File: src/sv/rme_pkg.sv
// ----------------------------------------------------------------------------
// rme_pkg: shared types, constants and angle table
// Payload structs, the CORDIC arctangent table and formats for the
// rotation matrix to Euler angle block.
// ----------------------------------------------------------------------------
package rme_pkg;

    localparam int ELEM_W      = 16;
    localparam int ANG_W       = 16;
    localparam int LIMIT_W     = 15;
    localparam int SUM_W       = 32;
    localparam int ROOT_W      = 16;
    localparam int CORDIC_W    = 40;
    localparam int Z_W         = 34;
    localparam int MAX_STAGES  = 24;
    localparam int DEF_CORDIC_STAGES = 16;
    localparam int ADDR_W      = 3;

    localparam logic [ADDR_W-1:0] REG_SINGULAR_LIMIT = 3'd0;
    localparam logic [LIMIT_W-1:0] LIMIT_RESET = 15'd1;

    localparam logic signed [Z_W-1:0] PI_Q30 = 34'sd3373259426;
    localparam logic signed [ANG_W-1:0] ANG_MAX = 16'sd25736;

    typedef struct packed {
        logic signed [ELEM_W-1:0] elem_00;
        logic signed [ELEM_W-1:0] elem_10;
        logic signed [ELEM_W-1:0] elem_20;
        logic signed [ELEM_W-1:0] elem_21;
        logic signed [ELEM_W-1:0] elem_22;
        logic signed [ELEM_W-1:0] elem_11;
        logic signed [ELEM_W-1:0] elem_12;
    } in_item_t;

    typedef struct packed {
        logic signed [ANG_W-1:0] roll_angle;
        logic signed [ANG_W-1:0] pitch_angle;
        logic signed [ANG_W-1:0] yaw_angle;
        logic                    singular_flag;
    } out_item_t;

    // One CORDIC lane: vector, angle accumulator, zero-input mark
    typedef struct packed {
        logic signed [CORDIC_W-1:0] x;
        logic signed [CORDIC_W-1:0] y;
        logic signed [Z_W-1:0]      z;
        logic                       zero;
    } lane_t;

    function automatic logic signed [Z_W-1:0] atan_entry(input logic [4:0] i);
        logic signed [Z_W-1:0] v;
        v = '0;
        case (i)
            5'd0:  v = 34'sh03243F6A8;
            5'd1:  v = 34'sh01DAC6705;
            5'd2:  v = 34'sh00FADBAFC;
            5'd3:  v = 34'sh007F56EA6;
            5'd4:  v = 34'sh003FEAB76;
            5'd5:  v = 34'sh001FFD55B;
            5'd6:  v = 34'sh000FFFAAA;
            5'd7:  v = 34'sh0007FFF55;
            5'd8:  v = 34'sh0003FFFEA;
            5'd9:  v = 34'sh0001FFFFD;
            5'd10: v = 34'sh0000FFFFF;
            5'd11: v = 34'sh00007FFFF;
            5'd12: v = 34'sh00003FFFF;
            5'd13: v = 34'sh00001FFFF;
            5'd14: v = 34'sh00000FFFF;
            5'd15: v = 34'sh000007FFF;
            5'd16: v = 34'sh000003FFF;
            5'd17: v = 34'sh000001FFF;
            5'd18: v = 34'sh000000FFF;
            5'd19: v = 34'sh0000007FF;
            5'd20: v = 34'sh0000003FF;
            5'd21: v = 34'sh0000001FF;
            5'd22: v = 34'sh0000000FF;
            5'd23: v = 34'sh00000007F;
            default: v = '0;
        endcase
        return v;
    endfunction

    // Prepare a lane: fold the left half plane, scale to CORDIC units
    function automatic lane_t lane_init(input logic signed [ROOT_W+1:0] y,
                                        input logic signed [ROOT_W+1:0] x);
        lane_t l;
        logic signed [CORDIC_W-1:0] xe;
        logic signed [CORDIC_W-1:0] ye;
        xe = CORDIC_W'(x);
        ye = CORDIC_W'(y);
        l.zero = (x == '0) && (y == '0);
        l.z = '0;
        if (x < 0)
        begin
            l.z = (y >= 0) ? PI_Q30 : -PI_Q30;
            xe = -xe;
            ye = -ye;
        end
        l.x = xe <<< 14;
        l.y = ye <<< 14;
        return l;
    endfunction

    // Round Q4.30 angle to Q3.13 with saturation
    function automatic logic signed [ANG_W-1:0] lane_angle(input lane_t l);
        logic signed [Z_W-1:0] r;
        logic signed [ANG_W-1:0] a;
        r = (l.z + Z_W'(65536)) >>> 17;
        if (l.zero)
            a = '0;
        else if (r > Z_W'(ANG_MAX))
            a = ANG_MAX;
        else if (r < -Z_W'(ANG_MAX))
            a = -ANG_MAX;
        else
            a = r[ANG_W-1:0];
        return a;
    endfunction

endpackage

File: src/sv/rme_cordic_stage.sv
// ----------------------------------------------------------------------------
// rme_cordic_stage: one vectoring CORDIC micro-rotation
// Rotates the vector toward the x axis and accumulates the angle.
// ----------------------------------------------------------------------------
module rme_cordic_stage #(
    parameter int SHIFT = 0
) (
    input  logic             clk,
    input  logic             en,
    input  rme_pkg::lane_t   lane_in,
    output rme_pkg::lane_t   lane_out
);
    import rme_pkg::*;

    localparam logic signed [Z_W-1:0] ATAN = atan_entry(5'(SHIFT));

    lane_t lane_reg, lane_next;
    logic signed [CORDIC_W-1:0] xs, ys;

    // Rotate by the sign of y
    always_comb
    begin
        xs = lane_in.x >>> SHIFT;
        ys = lane_in.y >>> SHIFT;
        lane_next = lane_in;
        if (lane_in.y >= 0)
        begin
            lane_next.x = lane_in.x + ys;
            lane_next.y = lane_in.y - xs;
            lane_next.z = lane_in.z + ATAN;
        end
        else
        begin
            lane_next.x = lane_in.x - ys;
            lane_next.y = lane_in.y + xs;
            lane_next.z = lane_in.z - ATAN;
        end
    end

    always_ff @(posedge clk)
    begin
        if (en)
            lane_reg <= lane_next;
    end

    assign lane_out = lane_reg;
endmodule

File: config.mk
export PLATFORM = sky130hd
export DESIGN_NAME = rme_cordic_stage
export DESIGN_NICKNAME = d
export VERILOG_FILES = /design/src/sv/rme_pkg.sv /design/src/sv/rme_cordic_stage.sv
export SDC_FILE = /design/constraint.sdc
export NUM_CORES = 1
export LEC_CHECK = 0
export ABC_AREA = 1
export BUFFER_PORTS_ARGS = -buffer_cell sky130_fd_sc_hd__buf_2
export CAP_MARGIN = 20
export CORE_AREA = 2 2 231 233
export CTS_BUF_LIST = sky130_fd_sc_hd__clkbuf_8
export CTS_CLUSTER_DIAMETER = 30
export CTS_CLUSTER_SIZE = 20
export DETAILED_ROUTE_END_ITERATION = 10
export DIE_AREA = 0 0 233 235
export PLACE_DENSITY = 0.55
export SLEW_MARGIN = 40
export SYNTH_ARGS = -nofsm -noshare
export SYNTH_HDL_FRONTEND = slang
export SYNTH_SLANG_ARGS = --single-unit
File: constraint.sdc
create_clock -name clk -period 3.26 [get_ports clk]
set_input_delay 0.652 -clock clk [delete_from_list [all_inputs] [get_ports clk]]
set_output_delay 0.652 -clock clk [all_outputs]
set_load 0.005 [all_outputs]
-- Word-level counts from Yosys, hierarchy flattened
Index checks and enable logic that the tools add are counted.
- bits in registers: 115
- input bits: 117
- output and inout bits: 115
- logic and storage cells: 11
- add/subtract/negate cells: 5
- $lt $le $gt $ge: 1
- mux-type cells: 1
- operators by type and width (cell ; count):
    $mux W114 ; 1
    $sub A40 B40 Y40 ; 2
    $add A40 B40 Y40 ; 1
    $ge A40 B1 Y1 const B ; 1
    $add A34 B31 Y34 const B ; 1
    $sub A34 B31 Y34 const B ; 1

-- Logic depth before layout (Yosys ltp)
- depth in word-level cells: 2
- depth in mapped cells: 18
- mapped depth without buffers: 16

-- Worst setup path after synthesis
OpenSTA, ideal clock, no wires.
- path kind: input-to-reg
- from: input lane_in[74] (netlist name)
- to: register lane_reg (netlist bit lane_out[28]) (data pin)
- setup time: 0.260 ns
- arrival time: 2.671 ns
- data required time: 3.000 ns
- slack: 0.330 ns
- cell stages on the path: 13
- buffers on the path: 4
- path through: buf_6 -> inv_2 -> buf_6 -> clkbuf_1 -> buf_2 -> ha_1 -> nand2_1 -> inv_1 -> a21oi_1 -> o21ai_1 -> a21oi_1 -> nand2_1 -> xor2_1
- RTL lines (element ; line ; source):
    start: declaration ; rme_cordic_stage.sv:10 ; input rme_pkg::lane_t lane_in,
    end signal: assignment ; rme_cordic_stage.sv:43 ; lane_reg <= lane_next;
    end: declaration ; rme_cordic_stage.sv:17 ; lane_t lane_reg, lane_next;

==> results.json <==
{
  "htree_levels": 4,
  "crit_path_end_kind": "flop",
  "dpl_cell_area_sq_um": 17800,
  "globalplace.congestion": 0.990,
  "drive_gt1_frac": 0.140,
  "crit_arrival_ps": 2940,
  "pre_cts_slack_ps": 100,
  "peakVddDrop_v": 0.000301,
  "hold_class": "in2reg",
  "crit_top_cell": "nand2_1",
  "setup_tns_ps": 0,
  "start_kind": "input port",
  "required_ps": 3560,
  "path_cells": "buf_2 -> inv_1 -> ha_1 -> nand2_1 -> nor2_1 -> nand2_1 -> nor2_1 -> nand3_1 -> nor2_1 -> nor2_1 -> nand2_1 -> nand2_1 -> nand3_1 -> nand2_1",
  "finalCritPeriodShare": 0.812,
  "dp_hpwl_um": 53400,
  "cts_resized": 0,
  "cts_buffers": 17,
  "cts_sinks": 114,
  "synth_most_common_cell": "nand2_1",
  "status": "completed",
  "start_util": 0.297,
  "totalWireLength_um": 62700,
  "die_w_um": 233,
  "syn_avg_cell_area_sq_um": 5.90,
  "cp_slowest_cell": "ha_1",
  "synth_cell_types": 43,
  "fmax_ghz": 0.378,
  "setup_ws_ps": 614,
  "drv_cap": 0,
  "cts_tree": "yes",
  "grt_max_degree": 82,
  "syn_inst": 2623,
  "rows": 84,
  "clock_path_buffers": 2,
  "die_height_um": 235,
  "dr.pass1.iters": 9,
  "antenna_found_initial": 1,
  "tightestPinTransition_ps": 770,
  "wl_per_cell_um": 17.5,
  "max_stage_delay_ps": 540,
  "power_mw": 6.29,
  "maxSlewViolCount": 0,
  "hold_end": "lane_out[3]$_DFFE_PP_",
  "syn_nets": 2873,
  "min_period_ps": 2650,
  "crit_type": "in2reg",
  "synth-edff-count": 114,
  "crit_fanout": 10,
  "hold_violations": 0,
  "min_path_cells": 1,
  "cts_hold_buf": 0,
  "grt_pass1_vias": 16500,
  "nNetsFinal": 3139,
  "postRouteAntennaNets": 0,
  "post_cts_buffers": 0,
  "num_io_pins": 232,
  "ys_ff_latch": 114,
  "root_buffer": "clkbuf_8",
  "synth_ff_type": "edfxtp_1",
  "port_buffers": 231,
  "syn-cell-area_sq_um": 15500,
  "die_area_sq_um": 54800,
  "p_leak_nw": 10.0,
  "finalInstanceArea_sq_um": 18200,
  "core-area_sq_um": 52200,
  "grt_pass1_wl_um": 93900,
  "hp-start": "lane_in[3]",
  "setup-violations-final": 0,
  "synth.largest_area_cell": "nand2_1",
  "netlist_top_cells_count": "nand2_1, inv_1, nand3_1, nor2_1, a21oi_1",
  "postSynth.asyncResetShare": 0,
  "largest_reg_flops": 114,
  "dr.first_iter.drc_count": 1400,
  "diodes": 0,
  "ys_seq_area_frac": 0.221,
  "synth-warning-count": 0,
  "vias_per_cell": 4.79,
  "grt_overflow_total": 0,
  "synthTopCellsByArea": "nand2_1, edfxtp_1, inv_1, ha_1, nand3_1",
  "utilization": 0.348,
  "drc": 0,
  "synth.top_cell.area_share": 0.229,
  "clk_pin_slew_worst_paths_ps": 80,
  "num_vias": 17200,
  "power_density_nw_per_um2": 346,
  "slew_headroom": 0.487,
  "rsz0062_at_grt": "false",
  "syn_to_final_growth_pct": 17.4,
  "grt.total_usage": 0.229
}
## final cells by class
type,count,area [sq um]
Clock inverter,15,185
Tap cell,688,861
Fill cell,5996,34000
Sequential cell,114,3420
Clock buffer,17,234
Multi-Input combinational cell,1972,9920
Inverter,476,1790
Timing Repair Buffer,308,1780
## worst max path at each step
stage	end	cells past startpoint	startpoint	slack [ps]
after floorplan	lane_out[28]$_DFFE_PP_	13	lane_in[74]	330
after global placement	lane_out[67]$_DFFE_PP_	16	lane_in[35]	120
after detailed placement	lane_out[69]$_DFFE_PP_	14	lane_in[65]	100
after CTS	lane_out[69]$_DFFE_PP_	14	lane_in[65]	710
after global routing	lane_out[107]$_DFFE_PP_	16	lane_in[35]	430
final	lane_out[69]$_DFFE_PP_	14	lane_in[65]	610
## through the flow
step	hold slack, ps	cells
after global placement	831	3558
after detailed placement	835	3558
after CTS	215	3590
final	275	3590
after global routing	237	3590
after floorplan	751	2623
## cells in the final DEF (no fill, tap or decap), types with 5 or more instances in the layout
cell and count:
o21ai_0 100, o21bai_1 21, edfxtp_1 114, clkbuf_8 17
nor2_1 220, o21ai_1 16, buf_2 229, a21oi_1 136
buf_4 75, nand4_1 25, inv_2 18, o22ai_1 7
nand2_2 11, nand3b_1 5, nor2_2 12, inv_1 457
xnor2_1 7, nand2_1 944, nor3_2 7, ha_1 130
xor2_1 41, nand3_1 238, nor3_1 13
## critical path: cells and delay by family
family / cells / cell delay (ps)
adder cells (fa/ha/maj): 1 / 540
buffers and inverters: 2 / 140
AND/OR/NAND/NOR: 11 / 1600
## kinds of logic (layout without fill, tap and decap cells)
group	after synthesis	count (layout)	share of synthesized area
AO/OA/AOI/OAI	294	294	0.101
AND/OR/NAND/NOR	1492	1492	0.398
flip-flops	114	114	0.221
adder cells (fa/ha/maj)	133	133	0.109
buffers and inverters	537	816	0.139
XOR/XNOR	53	53	0.0324
## power by group
part	leakage, nW	switching [mW]	internal [mW]
combinational	8.73	1.88	0.951
clock	0.200	0.746	0.760
sequential	1.11	0.0677	1.89
## metal layers
layer	global-route usage	routed length, um
met5	0	11
met1	0.294	27300
met2	0.379	28800
met4	0.104	2670
met3	0.0312	3890
Power figures use the tool's default switching activity.
