$ cat config.mk
export PLATFORM = sky130hd
export DESIGN_NAME = rme_sqrt_stage
export DESIGN_NICKNAME = d
export VERILOG_FILES = /design/src/sv/rme_pkg.sv /design/src/sv/rme_sqrt_stage.sv
export SDC_FILE = /design/constraint.sdc
export NUM_CORES = 1
export LEC_CHECK = 0
export ABC_AREA = 1
export BUFFER_PORTS_ARGS = -buffer_cell sky130_fd_sc_hd__buf_2
export CAP_MARGIN = 30
export CORE_ASPECT_RATIO = 1.5
export CORE_UTILIZATION = 25
export CTS_BUF_LIST = sky130_fd_sc_hd__clkbuf_8
export CTS_CLUSTER_DIAMETER = 40
export CTS_CLUSTER_SIZE = 12
export DETAILED_ROUTE_END_ITERATION = 10
export SLEW_MARGIN = 40
export SYNTH_ARGS = -nofsm -noshare
export SYNTH_HDL_FRONTEND = slang
export SYNTH_SLANG_ARGS = --single-unit
$ cat constraint.sdc
create_clock -name clk -period 3.1 [get_ports clk]
set_clock_uncertainty 0.05 [all_clocks]
set_input_delay 0.465 -clock clk [delete_from_list [all_inputs] [get_ports clk]]
set_output_delay 0.465 -clock clk [all_outputs]
set_load 0.005 [all_outputs]
$ cat src/sv/rme_pkg.sv
// ----------------------------------------------------------------------------
// rme_pkg: shared types, constants and angle table
// Payload structs, the CORDIC arctangent table and formats for the
// rotation matrix to Euler angle block.
// ----------------------------------------------------------------------------
package rme_pkg;

    localparam int ELEM_W      = 16;
    localparam int ANG_W       = 16;
    localparam int LIMIT_W     = 15;
    localparam int SUM_W       = 32;
    localparam int ROOT_W      = 16;
    localparam int CORDIC_W    = 40;
    localparam int Z_W         = 34;
    localparam int MAX_STAGES  = 24;
    localparam int DEF_CORDIC_STAGES = 16;
    localparam int ADDR_W      = 3;

    localparam logic [ADDR_W-1:0] REG_SINGULAR_LIMIT = 3'd0;
    localparam logic [LIMIT_W-1:0] LIMIT_RESET = 15'd1;

    localparam logic signed [Z_W-1:0] PI_Q30 = 34'sd3373259426;
    localparam logic signed [ANG_W-1:0] ANG_MAX = 16'sd25736;

    typedef struct packed {
        logic signed [ELEM_W-1:0] elem_00;
        logic signed [ELEM_W-1:0] elem_10;
        logic signed [ELEM_W-1:0] elem_20;
        logic signed [ELEM_W-1:0] elem_21;
        logic signed [ELEM_W-1:0] elem_22;
        logic signed [ELEM_W-1:0] elem_11;
        logic signed [ELEM_W-1:0] elem_12;
    } in_item_t;

    typedef struct packed {
        logic signed [ANG_W-1:0] roll_angle;
        logic signed [ANG_W-1:0] pitch_angle;
        logic signed [ANG_W-1:0] yaw_angle;
        logic                    singular_flag;
    } out_item_t;

    // One CORDIC lane: vector, angle accumulator, zero-input mark
    typedef struct packed {
        logic signed [CORDIC_W-1:0] x;
        logic signed [CORDIC_W-1:0] y;
        logic signed [Z_W-1:0]      z;
        logic                       zero;
    } lane_t;

    function automatic logic signed [Z_W-1:0] atan_entry(input logic [4:0] i);
        logic signed [Z_W-1:0] v;
        v = '0;
        case (i)
            5'd0:  v = 34'sh03243F6A8;
            5'd1:  v = 34'sh01DAC6705;
            5'd2:  v = 34'sh00FADBAFC;
            5'd3:  v = 34'sh007F56EA6;
            5'd4:  v = 34'sh003FEAB76;
            5'd5:  v = 34'sh001FFD55B;
            5'd6:  v = 34'sh000FFFAAA;
            5'd7:  v = 34'sh0007FFF55;
            5'd8:  v = 34'sh0003FFFEA;
            5'd9:  v = 34'sh0001FFFFD;
            5'd10: v = 34'sh0000FFFFF;
            5'd11: v = 34'sh00007FFFF;
            5'd12: v = 34'sh00003FFFF;
            5'd13: v = 34'sh00001FFFF;
            5'd14: v = 34'sh00000FFFF;
            5'd15: v = 34'sh000007FFF;
            5'd16: v = 34'sh000003FFF;
            5'd17: v = 34'sh000001FFF;
            5'd18: v = 34'sh000000FFF;
            5'd19: v = 34'sh0000007FF;
            5'd20: v = 34'sh0000003FF;
            5'd21: v = 34'sh0000001FF;
            5'd22: v = 34'sh0000000FF;
            5'd23: v = 34'sh00000007F;
            default: v = '0;
        endcase
        return v;
    endfunction

    // Prepare a lane: fold the left half plane, scale to CORDIC units
    function automatic lane_t lane_init(input logic signed [ROOT_W+1:0] y,
                                        input logic signed [ROOT_W+1:0] x);
        lane_t l;
        logic signed [CORDIC_W-1:0] xe;
        logic signed [CORDIC_W-1:0] ye;
        xe = CORDIC_W'(x);
        ye = CORDIC_W'(y);
        l.zero = (x == '0) && (y == '0);
        l.z = '0;
        if (x < 0)
        begin
            l.z = (y >= 0) ? PI_Q30 : -PI_Q30;
            xe = -xe;
            ye = -ye;
        end
        l.x = xe <<< 14;
        l.y = ye <<< 14;
        return l;
    endfunction

    // Round Q4.30 angle to Q3.13 with saturation
    function automatic logic signed [ANG_W-1:0] lane_angle(input lane_t l);
        logic signed [Z_W-1:0] r;
        logic signed [ANG_W-1:0] a;
        r = (l.z + Z_W'(65536)) >>> 17;
        if (l.zero)
            a = '0;
        else if (r > Z_W'(ANG_MAX))
            a = ANG_MAX;
        else if (r < -Z_W'(ANG_MAX))
            a = -ANG_MAX;
        else
            a = r[ANG_W-1:0];
        return a;
    endfunction

endpackage

$ cat src/sv/rme_sqrt_stage.sv
// ----------------------------------------------------------------------------
// rme_sqrt_stage: one step of a pipelined integer square root
// Settles one result bit per stage by restoring subtraction.
// ----------------------------------------------------------------------------
module rme_sqrt_stage #(
    parameter int BIT = 0
) (
    input  logic                       clk,
    input  logic                       en,
    input  logic [rme_pkg::SUM_W-1:0]  rem_in,
    input  logic [rme_pkg::SUM_W-1:0]  res_in,
    output logic [rme_pkg::SUM_W-1:0]  rem_out,
    output logic [rme_pkg::SUM_W-1:0]  res_out
);
    import rme_pkg::*;

    localparam logic [SUM_W-1:0] ONE = SUM_W'(1) << (2 * BIT);

    logic [SUM_W-1:0] rem_reg, rem_next;
    logic [SUM_W-1:0] res_reg, res_next;
    logic [SUM_W-1:0] trial;

    // Try the bit, keep it when the remainder allows
    always_comb
    begin
        trial = res_in + ONE;
        if (rem_in >= trial)
        begin
            rem_next = rem_in - trial;
            res_next = (res_in >> 1) + ONE;
        end
        else
        begin
            rem_next = rem_in;
            res_next = res_in >> 1;
        end
    end

    always_ff @(posedge clk)
    begin
        if (en)
        begin
            rem_reg <= rem_next;
            res_reg <= res_next;
        end
    end

    assign rem_out = rem_reg;
    assign res_out = res_reg;
endmodule

### Word level (Yosys, flattened, before mapping)

Cells that the tools add are included.

| operators by class | value |
|---|---|
| $lt $le $gt $ge | 1 |
| muxes and demuxes | 2 |
| add/subtract/negate cells | 3 |

Operators with widths:

| kind | count |
|---|---|
| adder 31 x 1 -> 32 bit (second input constant) | 1 |
| adder 32 x 1 -> 32 bit (second input constant) | 1 |
| >= comparator 32 bit | 1 |
| 2-to-1 mux 32 bit | 1 |
| subtractor 32 bit | 1 |
| 2-to-1 mux 31 bit | 1 |

| word-level totals | value |
|---|---|
| output and inout bits | 64 |
| logic and storage cells | 9 |
| input bits | 66 |
| flip-flop bits (word level) | 64 |

### Longest topological paths before layout

Gate-level depths: netlist of run 1.

| depth | value |
|---|---|
| word-level depth | 3 |
| gate-level depth with buffers | 22 |
| mapped depth without buffers | 22 |

### Worst setup path before layout of run 1

No wires, ideal clock.

| timing | value |
|---|---|
| kind | input to register |
| from | in res_in[1] (netlist name) |
| to | reg rem_reg[11] (netlist: rem_out[11]) (data pin) |
| data arrival time | 2960 ps |
| cell stages on the path | 20 |
| required time | 2798 ps |
| setup time | 252 ps |
| buffers on the path | 2 |
| slack | -162 ps |
| cells stage by stage | ha_1 > nand3_2 > nor2_4 > inv_1 > nor2_4 > inv_1 > nor2_1 > nand2_1 > xor2_1 > ha_1 > a21oi_1 > nor2_1 > o21ai_0 > nand2_1 > nor2_2 > nand2_4 > buf_8 > buf_4 > nand2_1 > nand2_1 |

| between the ends | value |
|---|---|
| longest elaborated chain between the ends | 3 |
| elaborated cells between the ends (all ways) | 4 |
| those cells by class | 2 x add/sub; 1 x order compare; 1 x mux |

RTL lines:

| element | line | text |
|---|---|---|
| from (decl) | rme_sqrt_stage.sv:11 | `input logic [rme_pkg::SUM_W-1:0] res_in,` |
| adder 32 x 1 -> 32 bit * | rme_sqrt_stage.sv:26 | `trial = res_in + ONE;` |
| subtractor 32 bit or >= comparator 32 bit (tied branches) | rme_sqrt_stage.sv:29, rme_sqrt_stage.sv:27 |  |
| 2-to-1 mux 32 bit * | rme_sqrt_stage.sv:27 | `if (rem_in >= trial)` |
| via rem_next[11] | rme_sqrt_stage.sv:19 | `logic [SUM_W-1:0] rem_reg, rem_next;` |
| to (signal assigned) | rme_sqrt_stage.sv:43 | `rem_reg <= rem_next;` |
| to (decl) | rme_sqrt_stage.sv:19 |  |

Mark *: on every way through the listed nets, which the timed path passes. The rest lies on a longest branch.
A chain may end at the register's enable or synchronous reset.

### Final worst setup path of run 1

| timing | value |
|---|---|
| from | in res_in[15] (netlist name) |
| to | reg res_reg[5] (netlist: res_out[5]) (data pin) |

| between the ends | value |
|---|---|
| longest elaborated chain between the ends | 3 |

RTL lines:

| element | line | text |
|---|---|---|
| adder 32 x 1 -> 32 bit | rme_sqrt_stage.sv:26 |  |
| >= comparator 32 bit | rme_sqrt_stage.sv:27 |  |
| 2-to-1 mux 31 bit | rme_sqrt_stage.sv:27 |  |
| via res_next[5] | rme_sqrt_stage.sv:20 | `logic [SUM_W-1:0] res_reg, res_next;` |
| to (signal assigned) | rme_sqrt_stage.sv:44 | `res_reg <= res_next;` |
| to (decl) | rme_sqrt_stage.sv:20 |  |

The timed path passes the listed nets, and every way through them passes these cells.

==> impl_metrics.yaml, run 1 <==
run_status:
  status: "finished, violations left"
  violations: "setup timing"
cells_and_area:
  final_cell_mix: "nand2_1, buf_4, inv_1"
  area_growth_pct: 64.00
  seq_area_sq_um: 1922
  multiInputGateArea_sq_um: 4760
  fillers: 2596
  drive_above_1_share_pct: 41.52
  final_common_cell: "nand2_1"
  nNetsFinal: 1489
worst_setup_path:
  timing.critical_path.slowest_cell_delay_ns: 0.34
  cp_max_fo: 23
  worstSetupPathType: "input port to flip-flop"
  crit_required_ns: 3.16
  start_kind: "input port"
  cp_num_buf_inv: 4
  crit_chain: "buf_2, nand2_1, buf_4, nor3_1, nand2_2, nor2_2, nand3_1, xor2_1, ha_1, a21oi_1, inv_1, o21ai_1, nand2_2, nor2_4, nand2_8, buf_12, nand2_1, o21ai_1"
  endpoint_kind: "flip-flop"
  cp.arrival_ns: 3.19
  critPathTopFamily: "simple AND/OR/NAND/NOR gates"
  cp_slowest_cell: "ha_1"
placement:
  post-place-ws_ns: -0.9088
  hpwl_microns: 21170
  gp_congestion: 0.9555
  portBuffers: 129
grt:
  track_usage_pct: 19.97
  grt_pass1_wl_microns: 39590
  grt_max_degree: 65
  antenna_found_initial: 1
  grt_pass1_vias: 7755
  grt_overflow: 0
power:
  power_frac_comb_pct: 46.2
  p_sw_mw: 1.278
  ir_worst_vdd_mv: 0.1599
  p_leak_nw: 5.594
  clkPwrFrac_pct: 20.1
  seqPwrFrac_pct: 33.8
  powerDensity_nw_per_um2: 315.1
  p_sw_share_pct: 37.90
  p_int_mw: 2.095
synth:
  ys_ff_latch: 64
  synthTopCellsByArea: "edfxtp_1, nand2_1, inv_1, xor2_1, ha_1"
  yosysSeqAreaShare_pct: 29.45
  netlist.area_leader.share_pct: 29.45
  synth_area_per_cell_sq_um: 6.481
  syn_nets: 1108
  synth_warnings: 0
  ys_types: 31
  synth_area_sq_um: 6526
  yosysTopAreaCell: "edfxtp_1"
  syn_inst: 1007
die:
  pin_count: 130
  fp-row-count: 72
  initial_core_util_pct: 25.42
  coreArea_sq_um: 25670
  die_w_microns: 133.9
  die_h_microns: 199.9
  die_area_sq_um: 26770
clock_network:
  hold_buffers: 0
  cts_root_buf: "clkbuf_8"
  clk_pin_slew_ns: 0.10
  cts_tree: "done"
  htree_levels: 3
  ctsLongestPathBuffers: 2
  cts.sinks: 64
  cts_buffers: 9
routing:
  drt-initial-drc-count: 402
  drt-pass1-iter-count: 8
  drt_wl_total_microns: 26850
  ant_nets: 0
  vias_per_cell: 4.515
  drcViolationCount: 0
  vias: 7793
  wl_per_cell_microns: 15.56
timing:
  fmax_mhz: 319.2
  post-route-min-period_ns: 3.132
  hold_ws_ns: 0.3277
  rsz0062_at_grt: "true"
  worstMarginPinSlew_ns: 0.4151
  finalSetupViolCount: 39
  setup_ws_ns: -0.03247
  slew_viol_final: 0
  min_period_over_period_pct: 101.0
  relSlewSlack_pct: 72.11
  finalHoldViolations: 0
min_path:
  hold_class: "input port to flip-flop"
run:
  maxCapViolations: 0
-- final cells by class --
type / count / share of cell area (%)
well taps: 333 / 3.893
diodes: 1 / 0.02338
multi-input cells: 759 / 44.47
flip-flops and latches: 64 / 17.96
clock buffers: 9 / 1.157
clock inverters: 6 / 0.2806
repair buffers: 382 / 26.00
inverters: 172 / 6.219
-- layer usage --
metal	part of all wire, %	wire length, microns	GRT usage (%)	vias to the layer above
met5	0	0	0	-
met2	53	14280	38.63	245
met1	36	9672	19.43	3580
met3	4.1	1100	2.601	82
li1	-	-	-	3886
met4	6.7	1801	13.97	0
-- logic make-up (layout without fill, tap and decap cells) --
| family | after synthesis | count (layout) | share of synthesized area, % |
|---|---|---|---|
| AOI/OAI and AO/OA | 54 | 54 | 4.352 |
| xor gates and xnor gates | 69 | 69 | 9.260 |
| adders and majority gates | 35 | 35 | 6.825 |
| buffers and inverters | 185 | 569 | 11.75 |
| DFF | 64 | 64 | 29.45 |
| other | 0 | 1 | 0 |
| and+or+nand+nor | 600 | 601 | 38.36 |
-- power groups by stage --
| stage | Combinational [mW] | Clock, mW | Sequential [mW] |
|---|---|---|---|
| after floorplan | 0.644 | 0 | 1.17 |
| after global placement | 1.29 | 0 | 1.16 |
| after detailed placement | 1.30 | 0 | 1.16 |
| after CTS | 1.41 | 0.684 | 1.14 |
| after global routing | 1.71 | 0.720 | 1.15 |
| final | 1.56 | 0.677 | 1.14 |
-- Yosys cell counts (all sizes together) --
cell type / number
a21oi: 19
and2: 5
buf: 13
clkinv: 2
edfxtp: 64
fa: 1
ha: 34
inv: 170
nand2: 418
nand3: 56
nand3b: 5
nand4: 12
nor2: 79
nor3: 24
nor4: 1
o21ai: 31
o21bai: 4
xnor2: 1
xor2: 68
-- worst paths after layout --
path,startpoint,end,slack (ns),cells after the start
setup / recovery,res_in[15],res_out[5],-0.03,18
hold / removal,rem_in[31],rem_out[31],0.33,3
-- tightest hold or removal path, stage by stage --
cell     delay [ns]
buf_2          0.10
nand2_2        0.05
nand2_1        0.05
-- state kept, by name, indices dropped and copies added, names as in the netlist --
register,flops
rem_out,32
res_out,32
-- through the flow --
step	TNS, ns	cells	total power, mW	util (%)	instance area [sq um]
2_1_floorplan	0	1007	1.812	-	6550
3_3_place_gp	-33.43	1677	2.445	35.83	9200
3_5_place_dp	-33.86	1677	2.459	35.83	9200
4_1_cts	0	1709	3.233	38.35	9846
5_1_grt	-6.778	1725	3.583	41.68	10700
6_report	-0.4671	1726	3.373	41.69	10700
-- repair_timing --
action,4_1_cts,5_1_grt
pin swaps,22,81
endpoints found under the setup margin,64,64
setup buffers,14,18
cloned,3,0
resized for setup,66,179
(Power assumes the default switching activity.)
==> run 2, diff against run 1 <==
--- a/config.mk
+++ b/config.mk
@@ -10,7 +10,6 @@
 export CAP_MARGIN = 30
 export CORE_ASPECT_RATIO = 1.5
 export CORE_UTILIZATION = 25
-export CTS_BUF_LIST = sky130_fd_sc_hd__clkbuf_8
 export CTS_CLUSTER_DIAMETER = 40
 export CTS_CLUSTER_SIZE = 12
 export DETAILED_ROUTE_END_ITERATION = 10
==> run 2 against run 1 <==
Effect of this change:
- flip-flop and latch count unchanged
- via count shrank 1.8%
- setup slack gained 0.056 ns
- sequential share of layout area increased by 0.21 points
- clock-buffer cell count increased by 2
- power rose by 7.3%
- highest routed layer unchanged
- die area unchanged
- critical path depth rose by 5
- wire length down 1.2%
- the flow now finishes without violations
- cell area decreased by 1.1%
==> impl_metrics.yaml, run 2 (synthesis results as in run 1) <==
clock_network:
  clk_pin_slew_ns: 0.07
  htree_levels: 3
  cts_tree: "done"
  cts.sinks: 64
  cts_buffers: 9
  hold_buffers: 0
  cts_root_buf: "clkbuf_16"
  ctsLongestPathBuffers: 2
grt:
  grt_pass1_wl_microns: 39700
  grt_max_degree: 65
  antenna_found_initial: 0
  grt_pass1_vias: 7750
  track_usage_pct: 20.04
  grt_overflow: 0
die:
  initial_core_util_pct: 25.42
  die_h_microns: 199.9
  die_w_microns: 133.9
  fp-row-count: 72
  coreArea_sq_um: 25670
  die_area_sq_um: 26770
  pin_count: 130
timing:
  setup_ws_ns: 0.02394
  post-route-min-period_ns: 3.076
  finalSetupViolCount: 0
  rsz0062_at_grt: "true"
  worstMarginPinSlew_ns: 0.4662
  finalHoldViolations: 0
  fmax_mhz: 325.1
  min_period_over_period_pct: 99.23
  relSlewSlack_pct: 68.68
  slew_viol_final: 0
  hold_ws_ns: 0.3586
cells_and_area:
  fillers: 2608
  nNetsFinal: 1485
  multiInputGateArea_sq_um: 4644
  area_growth_pct: 62.14
  drive_above_1_share_pct: 40.27
  final_cell_mix: "nand2_1, buf_4, inv_1"
  final_common_cell: "nand2_1"
  diodes: 0
  seq_area_sq_um: 1922
routing:
  drt_wl_total_microns: 26540
  ant_nets: 0
  vias: 7653
  wl_per_cell_microns: 15.42
  drt-pass1-iter-count: 6
  drcViolationCount: 0
  drt-initial-drc-count: 372
  vias_per_cell: 4.447
placement:
  post-place-ws_ns: -0.9088
  portBuffers: 129
  gp_congestion: 0.9555
  hpwl_microns: 21170
worst_setup_path:
  start_kind: "input port"
  cp_num_buf_inv: 7
  endpoint_kind: "flip-flop"
  crit_required_ns: 3.15
  crit_chain: "buf_8, ha_4, nand3_4, nor2_4, inv_4, nor2_4, inv_2, nor2_1, buf_4, nand2_4, xor2_4, ha_4, buf_6, nand2_4, nor2_4, nand2_4, nor2_4, nand2_4, nand2_8, inv_8, buf_12, nand2_1, nand2_1"
  timing.critical_path.slowest_cell_delay_ns: 0.31
  cp_slowest_cell: "ha_4"
  cp_max_fo: 14
  worstSetupPathType: "input port to flip-flop"
  cp.arrival_ns: 3.13
  critPathTopFamily: "simple AND/OR/NAND/NOR gates"
power:
  p_total_mw: 3.618
  ir_worst_vdd_mv: 0.2292
  powerDensity_nw_per_um2: 341.9
  p_leak_nw: 5.500
min_path:
  hold_class: "input port to flip-flop"
run:
  maxCapViolations: 0
run_status:
  status: "finished, final reports clean"
## run 2: path summary, 6_finish.rpt
path              cells after the start          end  slack [ns]  startpoint
setup / recovery                     23   res_out[0]        0.02   res_in[1]
hold / removal                        3  rem_out[15]        0.36  rem_in[15]
## run 2: routing by layer
layer / share of wire (%) / track usage [%] / up-vias / wire length [microns]
met2: 54 / 39.03 / 197 / 14310
met1: 37 / 19.54 / 3513 / 9694
met4: 5.9 / 13.17 / 0 / 1574
met3: 3.6 / 2.702 / 71 / 957
met5: 0 / 0 / - / 0
li1: - / - / 3872 / -
## run 2: final cells by class
type / instances / area share, %
timing repair buffer: 378 / 25.34
inverter: 172 / 6.255
sequential: 64 / 18.16
clock inverter: 4 / 0.2128
multi-input combinational: 759 / 43.89
tap: 333 / 3.938
clock buffer: 11 / 2.199
## run 2: stage by stage
| step | setup TNS, ns | utilization (%) | std cells | area (sq um) |
|---|---|---|---|---|
| 6_report | 0 | 41.21 | 1721 | 10580 |
| 5_1_grt | -3.678 | 41.21 | 1721 | 10580 |
| 4_1_cts | 0 | 38.71 | 1710 | 9938 |
| 3_5_place_dp | -33.86 | 35.83 | 1677 | 9200 |
| 3_3_place_gp | -33.43 | 35.83 | 1677 | 9200 |
| 2_1_floorplan | 0 | - | 1007 | 6550 |
## run 2: repair_timing
item / CTS / global route
setup buffers: 15 / 12
cloned: 3 / 0
pin swaps: 26 / 58
endpoints found under the hold margin: 0 / 0
endpoints found under the setup margin: 64 / 64
gates resized for setup: 71 / 131
## run 2: report_power, final
part           switching (mW)  internal, mW
Clock                   0.430         0.534
Combinational           0.825         0.688
Sequential             0.0357          1.11
Total                    1.29          2.33
